**src/design/gradient_kernel_3x3_stream_unit_defines.svh**
```systemverilog
// Assertion macros shared by the gradient kernel design files.
// No dependencies; included by each module that asserts.
`ifndef GRADIENT_KERNEL_3X3_STREAM_UNIT_DEFINES_SVH
`define GRADIENT_KERNEL_3X3_STREAM_UNIT_DEFINES_SVH

`ifndef ASSERT_OFF
`define GK3_ASSERT(lbl, ck, rs, prop) \
  lbl: assert property (@(posedge ck) disable iff (rs) prop) else $error("gk3 check failed");
`define GK3_NEVER(lbl, ck, rs, cond) \
  lbl: assert property (@(posedge ck) disable iff (rs) !(cond)) else $error("gk3 forbidden");
`else
`define GK3_ASSERT(lbl, ck, rs, prop)
`define GK3_NEVER(lbl, ck, rs, cond)
`endif

`endif

```
**src/design/gk3_pkg.sv**
```systemverilog
// Types and constants of the 3x3 gradient kernel stream unit.
// No dependencies; imported by every module of the block.
package gk3_pkg;

  localparam int PIX_W  = 8;
  localparam int ROW_W  = 11;
  localparam int COL_W  = 11;
  localparam int MODE_W = 3;
  localparam int SIZE_W = 12;

  localparam int JOBQ_DEPTH = 4;
  localparam int JQ_PW      = $clog2(JOBQ_DEPTH);
  localparam int JQ_CW      = $clog2(JOBQ_DEPTH + 1);
  localparam int OCC_W      = JQ_CW + 1;

  localparam logic [MODE_W-1:0] MODE_PASS   = 3'd0;
  localparam logic [MODE_W-1:0] MODE_PREW_X = 3'd1;
  localparam logic [MODE_W-1:0] MODE_PREW_Y = 3'd2;
  localparam logic [MODE_W-1:0] MODE_SOB_X  = 3'd3;
  localparam logic [MODE_W-1:0] MODE_SOB_Y  = 3'd4;

  localparam logic [1:0] REG_MODE   = 2'd0;
  localparam logic [1:0] REG_WIDTH  = 2'd1;
  localparam logic [1:0] REG_HEIGHT = 2'd2;

  typedef enum logic [2:0] {
    OP_PASS,
    OP_ZERO,
    OP_PREW_X,
    OP_PREW_Y,
    OP_SOB_X,
    OP_SOB_Y
  } op_t;

  // one accepted item's results: up to a kernel/pass result and a border zero
  typedef struct packed {
    logic             has_a;
    logic [ROW_W-1:0] a_row;
    logic [COL_W-1:0] a_col;
    logic [PIX_W-1:0] a_val;
    logic             has_b;
    logic [ROW_W-1:0] b_row;
    logic [COL_W-1:0] b_col;
  } job_t;

endpackage

```
**src/design/gk3_job_queue.sv**
```systemverilog
// Short job queue between the front and back parts.
// Depends on gk3_pkg and the assertion macro header.
`include "gradient_kernel_3x3_stream_unit_defines.svh"

module gk3_job_queue
  import gk3_pkg::*;
(
  input  logic             clk,
  input  logic             rst,
  input  logic             push,
  input  job_t             push_job,
  input  logic             pop,
  output job_t             head,
  output logic             empty,
  output logic [JQ_CW-1:0] count
);

  job_t             slots [JOBQ_DEPTH];
  logic [JQ_PW-1:0] wr_ptr;
  logic [JQ_PW-1:0] rd_ptr;

  assign head  = slots[rd_ptr];
  assign empty = (count == '0);

  always_ff @(posedge clk) begin
    if (push) begin
      slots[wr_ptr] <= push_job;
    end
  end

  always_ff @(posedge clk) begin
    if (rst) begin
      wr_ptr <= '0;
      rd_ptr <= '0;
      count  <= '0;
    end else begin
      if (push) begin
        wr_ptr <= wr_ptr + JQ_PW'(1);
      end
      if (pop) begin
        rd_ptr <= rd_ptr + JQ_PW'(1);
      end
      if (push && !pop) begin
        count <= count + JQ_CW'(1);
      end else if (pop && !push) begin
        count <= count - JQ_CW'(1);
      end
    end
  end

  `GK3_NEVER(a_q_overflow, clk, rst, push && !pop && count == JQ_CW'(JOBQ_DEPTH))

endmodule

```
**config.mk**
```make
export PLATFORM = sky130hd
export DESIGN_NAME = gk3_job_queue
export DESIGN_NICKNAME = d
export VERILOG_FILES = /design/src/design/gk3_pkg.sv /design/src/design/gk3_job_queue.sv
export VERILOG_INCLUDE_DIRS = /design/src /design/src/design
export SDC_FILE = /design/constraint.sdc
export NUM_CORES = 1
export LEC_CHECK = 0
export BUFFER_PORTS_ARGS = -buffer_cell sky130_fd_sc_hd__buf_2
export CAP_MARGIN = 5
export CORE_MARGIN = 4
export CORE_UTILIZATION = 60
export DETAILED_ROUTE_END_ITERATION = 8
export PLACE_DENSITY = 0.83
export SLEW_MARGIN = 20
export SYNTH_ARGS = -nofsm -noshare
export SYNTH_HDL_FRONTEND = slang
export SYNTH_SLANG_ARGS = --single-unit
```
**constraint.sdc**
```tcl
create_clock -name clk -period 3.42 [get_ports clk]
set_input_delay 0.513 -clock clk [delete_from_list [all_inputs] [get_ports clk]]
set_output_delay 0.513 -clock clk [all_outputs]
set_load 0.01 [all_outputs]
```
==> qor.yml <==
clock_tree:
  clock_latency_ps: 490
  clock_sinks: 225
  cts_resized: 0
  clk_pin_slew_ps: 60
  cts_max_path_buffers: 3
  numCtsBuffers: 23
  htreeDepth: 1
  clockRootBuffer: "clkbuf_16"
  post_cts_buffers: 0
  cts_tree: "yes"
  hold_buffers: 0
setup_path:
  start_kind: "flop"
  endpoint_kind: "output pin"
  r2r_start: "wr_ptr[0]$_SDFFE_PP0P_"
  cp_max_fo: 18
  arrival_ps: 2160
  r2r_cells: 4
  path_class: "reg2out"
  critPathRequiredTime_ps: 2910
detailed_routing:
  drc: 0
  via_per_inst: 5.77
  drtAntennaViolNets: 0
  drtIter0Drc: 306
  firstDrtPassIters: 4
  wl_per_cell_um: 22.7
  vias: 3780
  finalWirelength_um: 14900
floorplanning:
  fp.dieArea_sq_um: 15700
  start_util_pct: 61.8
  core-area_sq_um: 13400
  fp.dieW_um: 125
  fp.dieH_um: 125
  io_pins: 116
  rows: 42
timing:
  fin_crit_sh_pct: 78.3
  min_period_ps: 2680
  fin_skew_ps: 9.77
  rsz0062_at_grt: "no"
  hold_violations: 0
  tightest_slew_ps: 690
  fin_setup_tns_ps: 0
  fmax_mhz: 373
  setup_violations: 0
  slew_viol_final: 0
  slew_headroom_pct: 54.0
logic_synthesis:
  ys_seq_elements: 225
  ys_types: 22
  syn_area_per_cell_sq_um: 25.5
  synthesis.nets: 389
  netlist_area_sq_um: 8280
  yosys_warnings: 0
  postSynthCellCount: 325
  ys_seq_area_share_pct: 80.5
global_routing:
  grt_first_pass_wirelength_um: 23600
  grt_usage_pct: 19.3
  antenna_found_initial: 0
  grt_pass1_vias: 4120
  grt_max_degree: 34
  overflow: 0
pwr:
  p_sw_share_pct: 21.2
  p_switching_uw: 1300
  total_power_uw: 6130
  p_leak_uw: 0.00337
  p_per_area_nw_per_um2: 627
  clock_power_share_pct: 38.0
  internal_power_uw: 4820
  combPwrFrac_pct: 9.4
  peakVddDrop_mv: 0.374
  seq_power_share_pct: 52.6
cells_and_area:
  nNetsFinal: 528
  fin_util_pct: 72.9
  stdcell_area_sq_um: 9770
  diodes: 0
  final_common_cell: "edfxtp_1"
  drive_gt1_share_pct: 44.9
  layout_common_cells: "edfxtp_1 (216), buf_2 (115), mux4_2 (50)"
  area_growth_pct: 18.0
  final_cells: 655
place:
  post-dp-hpwl_um: 9600
  io_buffers: 115
  dp_cells: 615
  gp_congestion: 0.734
  dpl_cell_area_sq_um: 9070
run_status:
  status: "finished clean"
hold_path:
  min-delay-path-class: "in2reg"
  hold_depth: 1
  hold_start: "push_job[47]"
flow_run:
  max-cap-violations: 0
flip-flops by register name, indices dropped and copies added, names as in the netlist, named ones only:
name    cells
rd_ptr      2
count       3
slots     216
wr_ptr      2
synth_stat cells:
| cell | number | area, sq um |
|---|---|---|
| a21oi_1 | 1 | 5.00 |
| and2_1 | 4 | 25.0 |
| buf_12 | 5 | 100 |
| buf_2 | 5 | 25.0 |
| buf_6 | 1 | 11.3 |
| clkbuf_1 | 1 | 3.75 |
| clkbuf_2 | 1 | 5.00 |
| dfxtp_1 | 9 | 180 |
| edfxtp_1 | 216 | 6490 |
| fa_1 | 1 | 20.0 |
| ha_1 | 5 | 62.6 |
| inv_1 | 4 | 15.0 |
| mux2i_1 | 2 | 20.0 |
| mux4_1 | 4 | 105 |
| mux4_2 | 50 | 1130 |
| nand2_1 | 1 | 3.75 |
| nor2_1 | 7 | 26.3 |
| nor3_1 | 1 | 5.00 |
| o21ai_0 | 1 | 5.00 |
| or3_1 | 1 | 6.26 |
| xnor2_1 | 2 | 17.5 |
| xor2_1 | 3 | 26.3 |
final timing paths:
kind / end / slack (ps)
hold reg to reg: count[2]$_SDFFE_PP0P_ / 530
setup / recovery: head[3] / 740
setup reg to reg: slots[0][23]$_DFFE_PP_ / 1580
hold / removal: slots[2][47]$_DFFE_PP_ / 240
power by group through the flow:
stage	registers [uW]	clock network, uW	logic, uW
after floorplan	3250	0	373
after global placement	3270	0	565
after detailed placement	3280	0	585
after CTS	3230	2380	587
after global routing	3230	2520	618
final	3220	2330	573
cells by family (layout without fill, tap and decap cells):
logic type	after synthesis	count (layout)	synth area share, %
adders and majority gates	6	6	0.997
xor gates and xnor gates	5	5	0.529
DFF	225	225	80.5
buffers and inverters	17	171	1.93
muxes	56	56	15.1
AOI/OAI and AO/OA	2	2	0.121
and+or+nand+nor	14	14	0.801
per-layer routing:
metal / vias to the layer above / global-route usage [%] / wire length (um)
met1: 1969 / 26.3 / 5810
met3: 16 / 4.14 / 1030
met5: - / 0 / 0
li1: 1652 / - / -
met2: 143 / 32.8 / 7870
met4: 0 / 4.15 / 183
through the flow:
step	hold WS (ps)	worst slack, ps
finish	241	742
global route	227	596
CTS	224	667
detailed placement	521	1190
global placement	484	1250
floorplan	485	1180
final cells by class:
cell class	instances	area, sq um
sequential	225	6670
fill	781	3630
multi-input combinational	83	1460
timing repair buffer	127	703
clock buffer	28	594
tap	176	220
clock inverter	12	110
inverter	4	15.0
critical path, cell delays in order, from the launching register on:
cell     delay (ps)
dfxtp_4         520
buf_4           400
mux4_2          580
buf_2           160
(Power assumes the default switching activity.)
