==> src/design/gradient_kernel_3x3_stream_unit_defines.svh <==
// Assertion macros shared by the gradient kernel design files.
// No dependencies; included by each module that asserts.
`ifndef GRADIENT_KERNEL_3X3_STREAM_UNIT_DEFINES_SVH
`define GRADIENT_KERNEL_3X3_STREAM_UNIT_DEFINES_SVH

`ifndef ASSERT_OFF
`define GK3_ASSERT(lbl, ck, rs, prop) \
  lbl: assert property (@(posedge ck) disable iff (rs) prop) else $error("gk3 check failed");
`define GK3_NEVER(lbl, ck, rs, cond) \
  lbl: assert property (@(posedge ck) disable iff (rs) !(cond)) else $error("gk3 forbidden");
`else
`define GK3_ASSERT(lbl, ck, rs, prop)
`define GK3_NEVER(lbl, ck, rs, cond)
`endif

`endif

==> src/design/gk3_pkg.sv <==
// Types and constants of the 3x3 gradient kernel stream unit.
// No dependencies; imported by every module of the block.
package gk3_pkg;

  localparam int PIX_W  = 8;
  localparam int ROW_W  = 11;
  localparam int COL_W  = 11;
  localparam int MODE_W = 3;
  localparam int SIZE_W = 12;

  localparam int JOBQ_DEPTH = 4;
  localparam int JQ_PW      = $clog2(JOBQ_DEPTH);
  localparam int JQ_CW      = $clog2(JOBQ_DEPTH + 1);
  localparam int OCC_W      = JQ_CW + 1;

  localparam logic [MODE_W-1:0] MODE_PASS   = 3'd0;
  localparam logic [MODE_W-1:0] MODE_PREW_X = 3'd1;
  localparam logic [MODE_W-1:0] MODE_PREW_Y = 3'd2;
  localparam logic [MODE_W-1:0] MODE_SOB_X  = 3'd3;
  localparam logic [MODE_W-1:0] MODE_SOB_Y  = 3'd4;

  localparam logic [1:0] REG_MODE   = 2'd0;
  localparam logic [1:0] REG_WIDTH  = 2'd1;
  localparam logic [1:0] REG_HEIGHT = 2'd2;

  typedef enum logic [2:0] {
    OP_PASS,
    OP_ZERO,
    OP_PREW_X,
    OP_PREW_Y,
    OP_SOB_X,
    OP_SOB_Y
  } op_t;

  // one accepted item's results: up to a kernel/pass result and a border zero
  typedef struct packed {
    logic             has_a;
    logic [ROW_W-1:0] a_row;
    logic [COL_W-1:0] a_col;
    logic [PIX_W-1:0] a_val;
    logic             has_b;
    logic [ROW_W-1:0] b_row;
    logic [COL_W-1:0] b_col;
  } job_t;

endpackage

==> src/design/gk3_back.sv <==
// Back part: splits each job into result items and holds the output register.
// Depends on gk3_pkg; takes jobs from gk3_job_queue.
`include "gradient_kernel_3x3_stream_unit_defines.svh"

module gk3_back
  import gk3_pkg::*;
(
  input  logic             clk,
  input  logic             rst,
  input  job_t             head,
  input  logic             q_empty,
  output logic             q_pop,
  input  logic             pop,
  output logic             empty,
  output logic [ROW_W-1:0] out_row,
  output logic [COL_W-1:0] out_col,
  output logic [PIX_W-1:0] value,
  output logic             last
);

  logic out_valid;
  logic sub;
  logic sub_next;
  logic take;
  logic load;
  logic sel_b;

  assign empty = !out_valid;
  assign take  = !out_valid || pop;

  always_comb begin
    q_pop    = 1'b0;
    load     = 1'b0;
    sel_b    = 1'b0;
    sub_next = sub;
    if (!q_empty) begin
      if (!sub && head.has_a) begin
        if (take) begin
          load = 1'b1;
          if (head.has_b) begin
            sub_next = 1'b1;
          end else begin
            q_pop = 1'b1;
          end
        end
      end else if (head.has_b) begin
        if (take) begin
          load     = 1'b1;
          sel_b    = 1'b1;
          q_pop    = 1'b1;
          sub_next = 1'b0;
        end
      end else begin
        q_pop    = 1'b1;
        sub_next = 1'b0;
      end
    end
  end

  always_ff @(posedge clk) begin
    if (rst) begin
      out_valid <= 1'b0;
      sub       <= 1'b0;
    end else begin
      sub <= sub_next;
      if (load) begin
        out_valid <= 1'b1;
      end else if (pop) begin
        out_valid <= 1'b0;
      end
    end
  end

  always_ff @(posedge clk) begin
    if (load) begin
      if (sel_b) begin
        out_row <= head.b_row;
        out_col <= head.b_col;
        value   <= '0;
        last    <= 1'b1;
      end else begin
        out_row <= head.a_row;
        out_col <= head.a_col;
        value   <= head.a_val;
        last    <= !head.has_b;
      end
    end
  end

  `GK3_NEVER(a_pop_empty, clk, rst, q_pop && q_empty)
  `GK3_ASSERT(a_sub_pending, clk, rst, sub |-> (!q_empty && head.has_b))

endmodule

==> config.mk <==
export PLATFORM = sky130hd
export DESIGN_NAME = gk3_back
export DESIGN_NICKNAME = d
export VERILOG_FILES = /design/src/design/gk3_pkg.sv /design/src/design/gk3_back.sv
export VERILOG_INCLUDE_DIRS = /design/src /design/src/design
export SDC_FILE = /design/constraint.sdc
export NUM_CORES = 1
export LEC_CHECK = 0
export ABC_AREA = 1
export BUFFER_PORTS_ARGS = -buffer_cell sky130_fd_sc_hd__buf_2
export CELL_PAD_IN_SITES_DETAIL_PLACEMENT = 0
export CELL_PAD_IN_SITES_GLOBAL_PLACEMENT = 2
export CORE_ASPECT_RATIO = 2
export CORE_MARGIN = 1
export CORE_UTILIZATION = 24
export CTS_CLUSTER_SIZE = 28
export DETAILED_ROUTE_END_ITERATION = 8
export PLACE_DENSITY_LB_ADDON = 0.1
export SETUP_SLACK_MARGIN = 0.5
export SLEW_MARGIN = 20
export SYNTH_ARGS = -nofsm -noshare
export SYNTH_HDL_FRONTEND = slang
export SYNTH_SLANG_ARGS = --single-unit
==> constraint.sdc <==
create_clock -name clk -period 3.1 [get_ports clk]
set_input_delay 0.62 -clock clk [delete_from_list [all_inputs] [get_ports clk]]
set_output_delay 0.62 -clock clk [all_outputs]
set_load 0.01 [all_outputs]
==> results summary, run 1 <==
After routing the design area is 0.00225 mm2. The number of placement rows is 41. The die is 117 um tall. The layout net count came out at 299. The register bit total from synthesis came out at 33. The kind of start point of the critical path is a primary input.

In this design, the critical path's most frequently occurring cell is sky130_fd_sc_hd__buf_2. The number of remaining DRC errors came out at 0. In this run the cell area of the synthesized design comes to 0.00158 mm2. The via-per-instance ratio came out at 3.82. The average cell area after synthesis came out at 10.8 um2. The hold violation total from the final report is 0. The maximum clock frequency came out at 524 MHz. The period utilization came out at 61.5%. Summing all multi-input logic gate instances after layout gives 425 um2. The part of the total power dissipated in sequential elements is 45.7%. The signal on the critical path passes through buf_2 > inv_1 > o21ai_0 > a31oi_1 > buf_2.

The largest fanout on the critical path is 4. Synthesis produced a netlist with a net count of 205. Summed over all failing endpoints, the final setup total negative slack is 0 ns. The unique cell type count in the Yosys netlist is 13. Per report_power, the combinational group accounts for 14.6% of the total. The die covers 0.00693 mm2.

The global-route congestion overflow total came out at 0. The total area inside the core boundary comes to 0.00631 mm2. The proportion of total power due to net switching is 23.7%.

The detailed router placed 1253 vias in this run. The post-cts resize count is 0. The flip-flop and latch area came out at 971 um2. In this run the clock root is driven by a sky130_fd_sc_hd__clkbuf_16. The worst path needs 1.91 ns of the cycle, external delays included. The number of max-slew violations in the final report came out at 0. The die boundary width is 59.4 um.

The aggregate global-route resource usage came out at 10.6%. The routability congestion estimate came out at 0.652. The flow ran to the end, and the final reports show no timing, DRC or antenna violations. The signed area change from the synthesized netlist to the final layout is 42.2%.

The first-pass GRT wire length is 5400 um. The family with the most delay on the worst path is buffers and inverters. Counting both buffers and inverters, the worst setup path holds a total of 3. TritonCTS built the clock tree. The largest individual stage delay along the critical path comes from the cell sky130_fd_sc_hd__a31oi_1. The largest net degree at the start of global routing came out at 32. STA classifies the critical path endpoint as an output port. The total internal power came out at 0.896 mW. The via count of the first global-routing pass came out at 1192. The tightest slew margin relative to the limit came out at 66.3%. The number of setup buffers added after CTS came out at 0.

The number of antenna violations at the first check in global routing came out at 0. The hold-fix buffer count after cts came out at 0. The layout has 698 filler cells. The count of pins on the block boundary came out at 91.

The starting utilization of the core area is 25.0%. The switching power total is 0.278 mW. Setup repair after global routing left no endpoint under its margin. The critical path is of the primary input to output port type. The longest clock path from root to sink contains 2 buffers.

The clock network latency to the later pin of the worst-skew pair is 0.27 ns. The transition time of the tightest slew-check pin came out at 0.504 ns. The leakage dissipation is 1.15 nW. The max-capacitance violation count is 0. The sequential-to-total area share from yosys stat is 61.4%. The number of synthesis warnings came out at 0. The power density of the placed cells came out at 522 mW/mm2. The pre-antenna-repair detailed-routing pass consisted of 2 iterations.

The total placed instance area came out at 0.00211 mm2. The number of buffers added by the clock tree synthesis step is 5. In this run the number of H-tree levels came out at 2.

0 antenna diodes ended up in the layout. The number of DRC violations after detailed-routing iteration 0 is 28. The path type of the worst min-delay path is primary input to register. The power share of the clock group came out at 39.8%. The data required time of the critical path came out at 2.48 ns.

The data arrival time at the worst-slack endpoint is 1.29 ns. The number of I/O port buffers is 90. The synthesized netlist cell count came out at 147. The post-detailed-route wirelength per cell is 10.7 um. The count of nets left with antenna violations after detail routing is 0.

For this block, the routed nets add up to 3520 um of wire. The delay contributed by the slowest stage of the critical path came out at 0.16 ns. The maximum VDD drop is 0.281 mV.

After clock tree synthesis, the clock-pin slew on the worst setup and hold paths is 0.05 ns. The number of clock sinks came out at 33. The final number of setup-violating endpoints is 0.

Between clock sinks in the finished design, the worst skew comes to 0.00462 ns. Once detailed placement completed, the half-perimeter wirelength came to 2700 um. Of the cells placed in the final design, the portion with a size suffix greater than 1 is 51.7%.
==> worst paths after layout <==
check,to,startpoint,cells after the start,slack [ns]
worst max-delay path,q_pop,q_empty,5,1.19
worst min-delay path,out_valid,rst,2,0.53
worst max register to register,out_col[9],out_valid,5,1.36
worst min register to register,sub,sub,4,0.60
==> stage by stage <==
step	hold WS, ns	util [%]	instances	total power, mW	worst slack [ns]
2_1_floorplan	0.532	-	147	0.645	0.971
3_3_place_gp	0.578	33.4	320	0.722	0.921
3_5_place_dp	0.594	33.4	320	0.722	0.905
4_1_cts	0.523	35.6	328	1.20	1.18
5_1_grt	0.531	35.6	328	1.23	1.06
6_report	0.527	35.6	328	1.17	1.19
==> power by group through the flow <==
stage	combinational, mW	clock (mW)	sequential, mW
5_1_grt	0.193	0.502	0.539
6_report	0.171	0.467	0.536
3_3_place_gp	0.177	0	0.545
3_5_place_dp	0.176	0	0.546
4_1_cts	0.177	0.487	0.537
2_1_floorplan	0.0821	0	0.563
==> layer usage <==
metal | track usage (%) | wire length (um) | vias to the layer above
li1 | - | - | 652
met1 | 10.2 | 1270 | 538
met2 | 19.9 | 1910 | 58
met3 | 3.10 | 278 | 5
met4 | 4.76 | 65 | 0
met5 | 0 | 0 | -
==> cell usage after synthesis (all sizes together) <==
cell type  instances  area share (%)
inv               37             8.8
nand2             40             9.8
nor2               1            0.24
nand4              1             1.3
o21ai             23              13
edfxtp            31              59
a31oi              1            0.40
a21oi              3            0.95
dfxtp              2             2.5
buf                5             3.6
nand3              3            0.95
==> worst reg2reg max path, stage by stage (launching register included) <==
cell and delay (ns):
sky130_fd_sc_hd__dfxtp_1 0.37, sky130_fd_sc_hd__nand2_2 0.14, sky130_fd_sc_hd__nand4_4 0.40, sky130_fd_sc_hd__buf_4 0.43
sky130_fd_sc_hd__nand2_1 0.11, sky130_fd_sc_hd__o21ai_2 0.05
==> layout make-up <==
class | instances | area share, %
Sequential cell | 33 | 43.2
Tap cell | 86 | 4.79
Clock buffer | 6 | 5.73
Timing Repair Buffer | 92 | 20.7
Clock inverter | 2 | 0.445
Multi-Input combinational cell | 72 | 18.9
Inverter | 37 | 6.18
==> flip-flops by register name (all words and copies together) (netlist names) <==
name / cells
last: 1
out_row: 11
out_valid: 1
out_col: 11
value: 8
sub: 1
==> cells by family (layout without fill, tap and decap cells) <==
kind of cell | after synthesis | in the layout | share of synthesized area, %
AO/OA/AOI/OAI | 27 | 27 | 13.9
buffers and inverters | 42 | 137 | 12.4
AND/OR/NAND/NOR | 45 | 45 | 12.4
flip-flops | 33 | 33 | 61.4
==> cells in the final DEF (no fill, tap or decap), drive strengths merged <==
cell type / count
buf: 92
nand2: 40
inv: 37
edfxtp: 31
o21ai: 23
clkbuf: 6
nand3: 3
a21oi: 3
clkinv: 2
dfxtp: 2
nand4: 1
a31oi: 1
nor2: 1
Note: power is estimated with default switching activity, not from simulation.
==> run 2, diff against run 1 <==
--- a/config.mk
+++ b/config.mk
@@ -12,7 +12,7 @@
 export CELL_PAD_IN_SITES_GLOBAL_PLACEMENT = 2
 export CORE_ASPECT_RATIO = 2
 export CORE_MARGIN = 1
-export CORE_UTILIZATION = 24
+export CORE_UTILIZATION = 22
 export CTS_CLUSTER_SIZE = 28
 export DETAILED_ROUTE_END_ITERATION = 8
 export PLACE_DENSITY_LB_ADDON = 0.1
==> constraint.sdc (replaced) <==
create_clock -name clk -period 1.7 [get_ports clk]
set_input_delay 0.34 -clock clk [delete_from_list [all_inputs] [get_ports clk]]
set_output_delay 0.34 -clock clk [all_outputs]
set_load 0.01 [all_outputs]
==> results summary, run 2 (synthesis gave the netlist of run 1 again) <==
The final routed wirelength across all metal layers is 3960 um (was 3520 um). The number of max-slew violations in the final report is 0 (unchanged). The worst-case hold path end point was out_valid (unchanged). The worst hold slack across all endpoints is 0.232 ns (was 0.527 ns). Regs by FF count: out_col (11), out_row (11), value (8) (unchanged). The footprint of the multi-input gates came to 492 um2 (was 425 um2). The flip-flop and latch area is 976 um2 (was 971 um2). The transition time of the tightest slew-check pin came out at 0.253 ns (was 0.504 ns). The half-perimeter wire length after detailed placement is 2820 um (was 2700 um).

The signed area change from the synthesized netlist to the final layout came out at 57.7% (was 42.2%). The proportion of total power due to net switching is 22.7% (was 23.7%). The final number of setup-violating endpoints came out at 0 (unchanged).

The number of I/O port buffers came to 90 (unchanged). The clock network latency to the later pin of the worst-skew pair was 0.27 ns (about the same). The worst path uses 83.9% of the clock period.

The number of diodes added for antenna fixing is 0 (unchanged). The clock tree buffer depth came out at 2 (unchanged). The kind of start point of the critical path is a register (was primary input). The data required time of the critical path is 1.36 ns (was 2.48 ns). The final critical-path setup slack is 0.274 ns (was 1.19 ns). The starting utilization of the core area came to 22.8% (was 25.0%). The worst hold path stage count is 2 (unchanged). The post-detailed-route wirelength per cell is 11.7 um (was 10.7 um). The switching power total came out at 0.538 mW (was 0.278 mW). The tightest slew margin relative to the limit is 83.1% (was 66.3%). The number of DRC violations after detailed-routing iteration 0 came out at 50 (was 28). The combinational group share of total power came out at 16.2% (was 14.6%). The total internal power came to 1.83 mW (was 0.896 mW). Result of the run: finished clean (unchanged). After layout, the minimum clock period comes to 1.43 ns.

The die boundary width is 61.9 um (was 59.4 um). The area of the core came to 0.00694 mm2 (was 0.00631 mm2). The largest net degree at the start of global routing came to 32 (unchanged). The clock tree from TritonCTS is built (unchanged).

The first-pass GRT wire length came out at 5930 um (was 5400 um). The chip height is 122 um (was 117 um). The max-capacitance violation count is 0 (unchanged). The clock skew after layout came out at 0.00378 ns (was 0.00462 ns). The number of placement rows is 43 (was 41). Commonest non-fill, non-tap cells in the layout: sky130_fd_sc_hd__buf_2, sky130_fd_sc_hd__inv_1, sky130_fd_sc_hd__edfxtp_1 (was sky130_fd_sc_hd__buf_2, sky130_fd_sc_hd__nand2_1, sky130_fd_sc_hd__inv_1). The endpoint of the worst register-to-register path is out_col[3] (was out_col[9]). The hold violation total from the final report came out at 0 (unchanged).

The startpoint of the lowest-slack hold path is rst (unchanged). The layout net count is 307 (was 299). The aggregate global-route resource usage came out at 11.3% (was 10.6%). The number of remaining DRC errors came out at 0 (unchanged). The hold-fix buffer count after cts is 0 (unchanged).

The largest fanout on the critical path is 3 (was 4). The maximum clock frequency is 701 MHz. The kind of critical path is register to output port (was primary input to output port). The path type of the worst min-delay path is primary input to register (unchanged). The post-CTS clock slew at the launch and capture registers of the worst setup and hold paths is 0.05 ns (about the same).

The source of the worst register-to-register timing path was sub (was out_valid). The post-route setup TNS is 0 ns (unchanged). The leakage dissipation came out at 1.24 nW (was 1.15 nW). The worst setup timing slack at the placement stage is 0.273 ns (was 0.905 ns). The via count of the first global-routing pass is 1268 (was 1192). The internal reg-to-reg setup slack came to 0.32 ns (was 1.36 ns). The power density of the placed cells is 950 mW/mm2 (was 522 mW/mm2). The die footprint is 0.00755 mm2 (was 0.00693 mm2).

The data arrival time at the worst-slack endpoint is 1.09 ns (was 1.29 ns). The routability congestion estimate is 0.667 (was 0.652). The count of fill cells added during filler insertion came out at 761 (was 698). The via-per-instance ratio was 3.86 (was 3.82). The count of nets left with antenna violations after detail routing is 0 (unchanged). The total number of H-tree levels came out at 2 (unchanged).

The part of the total power dissipated in sequential elements came out at 41.4% (was 45.7%). The number of antenna violations at the first check in global routing is 0 (unchanged). The clock tree root driver cell was sky130_fd_sc_hd__clkbuf_16 (unchanged).

The kind of end point of the critical path is an output port (unchanged). The global-route congestion overflow total came out at 0 (unchanged). The number of clock sinks came out at 33 (unchanged). The fraction of final layout cells with drive strength greater than 1 is 59.2% (was 51.7%). The maximum VDD drop came to 0.311 mV (was 0.281 mV). The total number of vias came out at 1311 (was 1253). The power share of the clock group was 42.4% (was 39.8%).

The most frequent standard cell in the layout excluding fill and tap cells is sky130_fd_sc_hd__buf_2 (unchanged). Unrepaired setup endpoints after global routing: yes (was no). The count of pins on the block boundary was 91 (unchanged). The number of detailed-route iterations in the first pass came out at 4 (was 2). The number of buffers added by the clock tree synthesis step is 5 (unchanged). The depth of the worst register-to-register path is 7 (was 5).
==> run 2: changes by cell type in the layout (fill, tap and decap cells not counted), sizes merged <==
| cell | change |
|---|---|
| buf | +7 |
| bufinv | +1 |
| clkbuf | +1 |
| clkinv | -1 |
| clkinvlp | +1 |
| inv | -1 |
==> run 2: worst max path at each step <==
| stage | startpoint | end | slack, ns |
|---|---|---|---|
| 3_5_place_dp | head[22] | value[2] | 0.27 |
| 2_1_floorplan | sub | last | 0.20 |
| 6_report | sub | q_pop | 0.27 |
| 4_1_cts | sub | q_pop | 0.27 |
| 5_1_grt | sub | q_pop | 0.24 |
| 3_3_place_gp | head[22] | value[4] | 0.29 |
==> run 2: layout make-up <==
| type | count | area share (%) |
|---|---|---|
| multi-input combinational | 72 | 19.7 |
| inverter | 37 | 5.82 |
| clock inverter | 2 | 1.36 |
| timing repair buffer | 100 | 24.2 |
| tap | 90 | 4.52 |
| clock buffer | 6 | 5.17 |
| sequential | 33 | 39.2 |
==> run 2: critical path: stages, from the launching register on <==
cell,delay (ns)
sky130_fd_sc_hd__dfxtp_2,0.33
sky130_fd_sc_hd__inv_4,0.04
sky130_fd_sc_hd__nand2_4,0.08
sky130_fd_sc_hd__o21ai_4,0.06
sky130_fd_sc_hd__a31oi_4,0.14
sky130_fd_sc_hd__buf_2,0.15
==> run 2: stage by stage <==
stage / instances / instance area [um2] / power [mW] / utilization, %
6_report: 340 / 2490 / 2.37 / 35.9
5_1_grt: 340 / 2490 / 2.48 / 35.9
4_1_cts: 338 / 2440 / 2.40 / 35.1
3_5_place_dp: 325 / 2180 / 1.34 / 31.4
3_3_place_gp: 325 / 2180 / 1.34 / 31.4
2_1_floorplan: 147 / 1620 / 1.19 / -
==> run 2: layer usage <==
| metal | global-route usage, % | up-vias | routed length [um] |
|---|---|---|---|
| met2 | 20.6 | 53 | 2280 |
| met4 | 5.83 | 0 | 90 |
| met1 | 10.6 | 583 | 1350 |
| li1 | - | 670 | - |
| met3 | 3.18 | 5 | 251 |
| met5 | 0 | - | 0 |
==> run 2: power by group through the flow <==
stage          logic (mW)  registers [mW]  clock network (mW)
6_report            0.383           0.980                1.00
5_1_grt             0.431           0.987                1.06
4_1_cts             0.378           0.980                1.04
3_5_place_dp        0.347           0.996                   0
3_3_place_gp        0.348           0.995                   0
2_1_floorplan       0.159            1.03                   0
==> run 2: timing repair <==
action | in CTS | in global routing
setup endpoints to repair | 57 | 63
resized for setup | 7 | 12
gates cloned | 2 | 1
setup buffers | 3 | 1
pin swaps | 2 | 2
